===== src/design/sdcd_pkg.sv =====
`default_nettype none

package sdcd_pkg;

   // Controller states
   typedef enum logic [1:0] {
      ST_IDLE,
      ST_DIVIDE,
      ST_FINISH,
      ST_RESPOND
   } state_type;

   // Configuration register indexes
   typedef enum logic [1:0] {
      REG_BASE_CLOCK = 2'd0,
      REG_SPEC_V3    = 2'd1,
      REG_PROG_MODE  = 2'd2
   } reg_index_type;

   localparam int          TARGET_W     = 32;
   localparam int          FIELD_W      = 10;
   localparam int          STEP_CNT_W   = 5;   // 32 quotient bits, one per step
   localparam logic [31:0] HS_LIMIT_HZ  = 32'd26000000;
   localparam logic [31:0] BASE_RESET   = 32'd50000000;

   // Controller to datapath
   typedef struct packed {
      logic load;     // capture target, load base into quotient, clear remainder
      logic step;     // one restoring divide step
      logic finish;   // map quotient to divider field
   } cmd_type;

   // Datapath to controller
   typedef struct packed {
      logic last_step;
   } status_type;

endpackage

`default_nettype wire


===== src/design/sd_host_clock_divisor_select_top.sv =====
`default_nettype none

// SD host clock divisor select: 32 steps of a one-bit restoring divider,
// a field mapping step, then a one-cycle result strobe.
// One transaction at a time; a new start is taken in the strobe cycle.
// The receiver cannot stall. Reset (synchronous) returns to idle
// and loads base 50 MHz, v3 rules, divided mode.
module sd_host_clock_divisor_select_top #(
   parameter int PROG_MAX_DIV = 1024,
   parameter int DIV10_MAX    = 2046,
   parameter int DIV8_MAX     = 256
) (
   input  wire logic        clock,
   input  wire logic        reset,
   // request transaction
   input  wire logic        start,
   output logic             busy,
   input  wire logic [31:0] req_target_hz,
   // response transaction, one-cycle strobe
   output logic             rsp_valid,
   output logic [9:0]       rsp_divider_field,
   output logic             rsp_generator_select,
   output logic             rsp_high_speed,
   // register writes
   input  wire logic        csr_valid,
   output logic             csr_ready,
   input  wire logic [1:0]  csr_index,
   input  wire logic [31:0] csr_data
);

   sdcd_pkg::cmd_type    cmd;
   sdcd_pkg::status_type status;
   logic                 accept;

   // Accept a transaction only when not busy
   assign accept    = start & ~busy;
   // Registers must be changed only between transactions; the block does not enforce this and csr_ready is held high
   assign csr_ready = 1'b1;

   sdcd_ctrl u_ctrl (
      .clock     (clock),
      .reset     (reset),
      .start     (accept),
      .status    (status),
      .cmd       (cmd),
      .busy      (busy),
      .rsp_valid (rsp_valid)
   );

   sdcd_datapath #(
      .PROG_MAX_DIV (PROG_MAX_DIV),
      .DIV10_MAX    (DIV10_MAX),
      .DIV8_MAX     (DIV8_MAX)
   ) u_datapath (
      .clock            (clock),
      .reset            (reset),
      .cmd              (cmd),
      .status           (status),
      .target_hz        (req_target_hz),
      .csr_write        (csr_valid & csr_ready),
      .csr_index        (csr_index),
      .csr_data         (csr_data),
      .divider_field    (rsp_divider_field),
      .generator_select (rsp_generator_select),
      .high_speed       (rsp_high_speed)
   );

endmodule

`default_nettype wire


===== src/design/sdcd_ctrl.sv =====
`default_nettype none

module sdcd_ctrl (
   input  wire logic               clock,
   input  wire logic               reset,
   input  wire logic               start,
   input  wire sdcd_pkg::status_type status,
   output sdcd_pkg::cmd_type       cmd,
   output logic                    busy,
   output logic                    rsp_valid
);

   sdcd_pkg::state_type state_ff, state_in;

   always_ff @(posedge clock) begin
      if (reset) begin
         state_ff <= sdcd_pkg::ST_IDLE;
      end else begin
         state_ff <= state_in;
      end
   end

   // Next state
   always_comb begin
      state_in = state_ff;
      unique case (state_ff)
         sdcd_pkg::ST_IDLE: begin
            if (start) state_in = sdcd_pkg::ST_DIVIDE;
         end
         sdcd_pkg::ST_DIVIDE: begin
            if (status.last_step) state_in = sdcd_pkg::ST_FINISH;
         end
         sdcd_pkg::ST_FINISH: begin
            state_in = sdcd_pkg::ST_RESPOND;
         end
         sdcd_pkg::ST_RESPOND: begin
            state_in = start ? sdcd_pkg::ST_DIVIDE : sdcd_pkg::ST_IDLE;
         end
         default: begin
            state_in = sdcd_pkg::ST_IDLE;
         end
      endcase
   end

   // Outputs
   always_comb begin
      cmd       = '0;
      busy      = 1'b0;
      rsp_valid = 1'b0;
      unique case (state_ff)
         sdcd_pkg::ST_IDLE: begin
            cmd.load = start;
         end
         sdcd_pkg::ST_DIVIDE: begin
            busy     = 1'b1;
            cmd.step = 1'b1;
         end
         sdcd_pkg::ST_FINISH: begin
            busy       = 1'b1;
            cmd.finish = 1'b1;
         end
         sdcd_pkg::ST_RESPOND: begin
            rsp_valid = 1'b1;
            cmd.load  = start;
         end
         default: begin
            busy = 1'b0;
         end
      endcase
   end

endmodule

`default_nettype wire


===== src/design/sdcd_datapath.sv =====
`default_nettype none

module sdcd_datapath #(
   parameter int PROG_MAX_DIV = 1024,
   parameter int DIV10_MAX    = 2046,
   parameter int DIV8_MAX     = 256
) (
   input  wire logic                               clock,
   input  wire logic                               reset,
   input  wire sdcd_pkg::cmd_type                  cmd,
   output sdcd_pkg::status_type                    status,
   input  wire logic [sdcd_pkg::TARGET_W-1:0]      target_hz,
   input  wire logic                               csr_write,
   input  wire logic [1:0]                         csr_index,
   input  wire logic [31:0]                        csr_data,
   output logic [sdcd_pkg::FIELD_W-1:0]            divider_field,
   output logic                                    generator_select,
   output logic                                    high_speed
);

   localparam int NPOW = $clog2(DIV8_MAX + 1);   // powers of two 1..DIV8_MAX
   localparam logic [31:0] PROG_LIM = 32'(PROG_MAX_DIV);
   localparam logic [31:0] DIV10_HALF = 32'(DIV10_MAX / 2);

   // Configuration registers
   logic [31:0] base_ff;
   logic        spec_v3_ff;
   logic        prog_mode_ff;

   always_ff @(posedge clock) begin
      if (reset) begin
         base_ff      <= sdcd_pkg::BASE_RESET;
         spec_v3_ff   <= 1'b1;
         prog_mode_ff <= 1'b0;
      end else if (csr_write) begin
         unique case (csr_index)
            sdcd_pkg::REG_BASE_CLOCK: base_ff      <= csr_data;
            sdcd_pkg::REG_SPEC_V3:    spec_v3_ff   <= csr_data[0];
            sdcd_pkg::REG_PROG_MODE:  prog_mode_ff <= csr_data[0];
            default: begin
               base_ff <= base_ff;
            end
         endcase
      end
   end

   // Restoring divider: base / (target + 1)
   logic [32:0]                     divisor_ff;
   logic [31:0]                     quo_ff, quo_in;
   logic [32:0]                     rem_ff, rem_in;
   logic [sdcd_pkg::STEP_CNT_W-1:0] cnt_ff;
   logic [33:0]                     trial;
   logic [33:0]                     diff;

   assign trial = {rem_ff, quo_ff[31]};
   assign diff  = trial - {1'b0, divisor_ff};

   always_comb begin
      if (!diff[33]) begin
         rem_in = diff[32:0];
         quo_in = {quo_ff[30:0], 1'b1};
      end else begin
         rem_in = trial[32:0];
         quo_in = {quo_ff[30:0], 1'b0};
      end
   end

   always_ff @(posedge clock) begin
      if (cmd.load) begin
         divisor_ff <= {1'b0, target_hz} + 33'd1;
         quo_ff     <= base_ff;
         rem_ff     <= '0;
         high_speed <= (target_hz > sdcd_pkg::HS_LIMIT_HZ);
      end else if (cmd.step) begin
         quo_ff <= quo_in;
         rem_ff <= rem_in;
      end
   end

   always_ff @(posedge clock) begin
      if (reset) begin
         cnt_ff <= '0;
      end else if (cmd.load) begin
         cnt_ff <= '1;
      end else if (cmd.step) begin
         cnt_ff <= cnt_ff - sdcd_pkg::STEP_CNT_W'(1);
      end
   end

   assign status.last_step = (cnt_ff == '0);

   // Map the quotient q (smallest divisor is q+1) to the field
   logic [sdcd_pkg::FIELD_W-1:0] prog_field;
   logic [sdcd_pkg::FIELD_W-1:0] v3_field;
   logic [sdcd_pkg::FIELD_W-1:0] v2_field;
   logic [sdcd_pkg::FIELD_W-1:0] field_in;
   logic [31:0]                  half;

   assign half = {1'b0, quo_ff[31:1]} + 32'd1;   // (smallest even d) / 2

   always_comb begin
      prog_field = (quo_ff < PROG_LIM) ? quo_ff[sdcd_pkg::FIELD_W-1:0]
                                       : sdcd_pkg::FIELD_W'(PROG_MAX_DIV - 1);
      if (quo_ff == '0) begin
         v3_field = '0;
      end else if (half <= DIV10_HALF) begin
         v3_field = half[sdcd_pkg::FIELD_W-1:0];
      end else begin
         v3_field = DIV10_HALF[sdcd_pkg::FIELD_W-1:0];
      end
      // Smallest power of two above q, else the largest allowed
      v2_field = sdcd_pkg::FIELD_W'((1 << (NPOW - 1)) >> 1);
      for (int k = NPOW - 1; k >= 0; k--) begin
         if (quo_ff < 32'(1 << k)) v2_field = sdcd_pkg::FIELD_W'((1 << k) >> 1);
      end
      if (spec_v3_ff && prog_mode_ff) begin
         field_in = prog_field;
      end else if (spec_v3_ff) begin
         field_in = v3_field;
      end else begin
         field_in = v2_field;
      end
   end

   always_ff @(posedge clock) begin
      if (cmd.finish) begin
         divider_field    <= field_in;
         generator_select <= spec_v3_ff & prog_mode_ff;
      end
   end

endmodule

`default_nettype wire

===== config.mk =====
export PLATFORM = sky130hd
export DESIGN_NAME = sd_host_clock_divisor_select_top
export DESIGN_NICKNAME = d
export VERILOG_FILES = /design/src/design/sdcd_pkg.sv /design/src/design/sd_host_clock_divisor_select_top.sv /design/src/design/sdcd_ctrl.sv /design/src/design/sdcd_datapath.sv
export SDC_FILE = /design/constraint.sdc
export NUM_CORES = 1
export LEC_CHECK = 0
export BUFFER_PORTS_ARGS = -buffer_cell sky130_fd_sc_hd__clkbuf_2
export CELL_PAD_IN_SITES_DETAIL_PLACEMENT = 1
export CELL_PAD_IN_SITES_GLOBAL_PLACEMENT = 1
export CORE_UTILIZATION = 42
export DETAILED_ROUTE_END_ITERATION = 12
export PLACE_DENSITY_LB_ADDON = 0.1
export SYNTH_ARGS = -nofsm -noshare
export SYNTH_HDL_FRONTEND = slang
export SYNTH_HIERARCHICAL = 1
export SYNTH_SLANG_ARGS = --single-unit

===== constraint.sdc =====
create_clock -name clock -period 4.7 [get_ports clock]
set_clock_uncertainty 0.2 [all_clocks]
set_input_delay 0.94 -clock clock [delete_from_list [all_inputs] [get_ports clock]]
set_output_delay 0.94 -clock clock [all_outputs]
set_load 0.02 [all_outputs]

==> results.yml <==
placement:
  hpwl_um: 17800
  place_congestion: 0.893
  io_buffer_count: 83
  dp.cells: 1374
setup_path:
  reg2reg_from: "u_datapath/quo_ff[31]$_DFFE_PP_"
  path_max_fanout: 6
  rr_worst_depth: 12
  r2r_setup_slack_ns: 0.80
  critical_path_class: "reg2reg"
  end_kind: "flop"
  crit_required_ns: 4.88
  cp.arrival_ns: 4.08
  reg2reg_to: "u_datapath/rem_ff[32]$_SDFFE_PP0P_"
  critPathLaunchType: "flop"
synthesis:
  synthTopCellsByArea: "edfxtp_1 (25%), dfxtp_1 (16%), nand2_1 (6.7%), ha_1 (5.9%), xnor2_1 (4.1%)"
  yosys_warnings: 6
  synth_largest_area_cell: "edfxtp_1"
  synth_nets: 1155
  ys_types: 78
  yosysMostFrequentCell: "nand2_1"
  synth_area_um2: 9300
  synth_common_cells: "nand2_1 (166), nor2_1 (83), edfxtp_1 (77)"
  syn-instance-count: 1040
  synth_seq_area_share_pct: 40.8
  synth_ff_type: "edfxtp_1"
  async_flop_share_pct: 0
  ys_ff_latch: 151
  synth_edf_count: 77
  synth_top_area_share_pct: 24.9
  syn_avg_cell_area_um2: 8.94
clock_tree:
  cts_num_sinks: 151
  cts_tree: "built"
  clk_latency_ns: 0.43
  clk_transition_reported_paths_ns: 0.07
  cts_hold_buf: 0
  cts_root_buf: "clkbuf_16"
  cts_buffers: 17
  htree_levels: 4
  cts_repair_resize_count: 0
  clockBufferDepth: 2
  postCtsSetupRepairBufs: 0
power_and_ir_drop:
  p_leak_nw: 4.22
  p_per_area_nw_per_um2: 685
  peakVddDrop_mv: 0.245
route:
  drt_iter0_drc: 376
  via_per_inst: 5.61
  drt-pass1-iter-count: 4
  via_count: 7883
  met2_length_um: 12100
  drc_errors: 0
  drt-wirelength-per-cell_um: 17.2
  wl_met3_um: 695
  antenna_left: 0
  routed_wl_um: 24200
  routed.top_layer: "met4"
  wl_met1_um: 11000
global_route:
  grt-ovfl-total: 0
  grt_pass1_vias: 8014
  grt_max_degree: 69
  antenna_found_initial: 0
  track_usage_pct: 22.5
  grt_pass1_wl_um: 40200
sta:
  finalSetupTns_ns: 0
  setup_viol: 0
  period_needed_ns: 3.90
  slew_viol_final: 0
  rsz0062_at_grt: "no"
  min_period_over_period_pct: 83.0
  max_freq_mhz: 256
  worstMarginPinSlew_ns: 1.00
  final_hold_viol_count: 0
  slew-limit-headroom_pct: 33.2
hold_path:
  whs_path_depth: 2
  min_from: "u_datapath/base_ff[28]$_SDFFE_PP0P_"
  hp-class: "reg2reg"
  holdPathEnd: "u_datapath/base_ff[28]$_SDFFE_PP0P_"
layout:
  antenna_cells: 0
  fin_cells: 1406
  area_delta_synth_final_pct: 14.1
  fin_nets: 1228
  drive_gt1_share_pct: 15.8
die:
  io_pins: 85
  core-area_um2: 21800
  start_util_pct: 42.7
  die_area_um2: 22700
  num_rows: 54
  die_w_um: 151
  die_h_um: 151
run:
  cap_violations: 0
run_status:
  outcome: "finished clean"
[sequential cells by signal, indices dropped and copies added, names as in the netlist]
name                         flops
u_datapath/generator_select      1
u_datapath/divider_field        10
u_datapath/cnt_ff                5
u_datapath/rem_ff               33
u_datapath/divisor_ff           33
u_datapath/prog_mode_ff          1
u_datapath/spec_v3_ff            1
u_datapath/high_speed            1
u_datapath/quo_ff               32
u_ctrl/state_ff                  2
u_datapath/base_ff              32
[cells in the final DEF (no fill, tap or decap), types with 11 or more instances in the layout]
| cell type | netlist | routed |
|---|---|---|
| o21ai_0 | 42 | 42 |
| nand3_1 | 35 | 35 |
| a21o_1 | 17 | 17 |
| nor2_1 | 83 | 83 |
| mux2_2 | 31 | 31 |
| xnor2_1 | 43 | 43 |
| clkbuf_2 | 0 | 83 |
| inv_1 | 61 | 61 |
| buf_4 | 4 | 11 |
| and3_1 | 11 | 11 |
| nor3_1 | 19 | 19 |
| clkbuf_16 | 0 | 18 |
| a21oi_1 | 64 | 64 |
| nand4_1 | 12 | 12 |
| nand2_1 | 166 | 166 |
| xor2_1 | 26 | 26 |
| a31oi_1 | 11 | 11 |
| dfxtp_1 | 74 | 74 |
| a311oi_1 | 17 | 17 |
| edfxtp_1 | 77 | 77 |
| nand3b_1 | 15 | 15 |
| nor4_1 | 12 | 12 |
| ha_1 | 44 | 44 |
[worst max-delay path, stage by stage (launching register included)]
cell and delay [ns]:
edfxtp_1 0.43, inv_1 0.13, ha_1 0.25, fa_1 0.25, nor2b_1 0.08, o31a_1 0.27
o21ai_0 0.31, a21oi_1 0.18, o41a_1 0.51, a21boi_0 0.37, or4b_1 0.49, a311o_1 0.33
nand2_1 0.06
[kinds of logic (layout without fill, tap and decap cells)]
kind of cell	count (synthesis)	count (layout)	synth area share (%)
compound gates	226	226	16.1
flops	151	151	40.8
simple gates	407	407	21.2
buf+inv	103	189	4.44
xor+xnor	71	71	6.97
fa+ha+maj	45	45	6.14
other cells	1	1	0.0403
mux	36	36	4.29
[worst max path at each step]
| stage | start | to | depth (start not counted) |
|---|---|---|---|
| 6_report | u_datapath/quo_ff[31]$_DFFE_PP_ | u_datapath/rem_ff[32]$_SDFFE_PP0P_ | 12 |
| 4_1_cts | u_datapath/quo_ff[31]$_DFFE_PP_ | u_datapath/rem_ff[32]$_SDFFE_PP0P_ | 12 |
| 3_5_place_dp | u_datapath/quo_ff[31]$_DFFE_PP_ | u_datapath/rem_ff[32]$_SDFFE_PP0P_ | 12 |
| 3_3_place_gp | u_datapath/divisor_ff[1]$_DFFE_PP_ | u_datapath/rem_ff[26]$_SDFFE_PP0P_ | 12 |
| 5_1_grt | u_datapath/quo_ff[2]$_DFFE_PP_ | u_datapath/divider_field[0]$_DFFE_PP_ | 10 |
| 2_1_floorplan | start | u_datapath/quo_ff[0]$_DFFE_PP_ | 6 |
[layout make-up]
class	instances	area, um^2
sequential	151	3790
clock inverter	12	160
inverter	63	236
timing repair buffer	94	498
tap	280	350
fill	2556	11100
clock buffer	20	468
multi-input combinational	786	5100
[routing by layer]
layer  global-route usage (%)  vias to the layer above
li1                         -                     3893
met2                     39.7                      119
met3                     3.95                       22
met4                     6.70                        0
met1                     27.9                     3849
met5                        0                        -
[metrics by stage]
stage	total power [mW]	instance area [um^2]	utilization [%]	hold WS (ns)	setup slack, ns
global route	7.80	10600	48.8	0.277	0.525
global placement	5.74	9980	45.9	0.243	0.978
CTS	7.31	10600	48.8	0.260	0.795
detailed placement	5.80	9980	45.9	0.251	0.835
finish	7.27	10600	48.8	0.258	0.799
floorplan	4.90	9300	-	0.232	0.247
[power by group]
group          switching (mW)  internal [mW]
registers               0.438           1.98
clock network           0.574          0.888
logic                    2.02           1.37
Power figures use the tool's default switching activity.
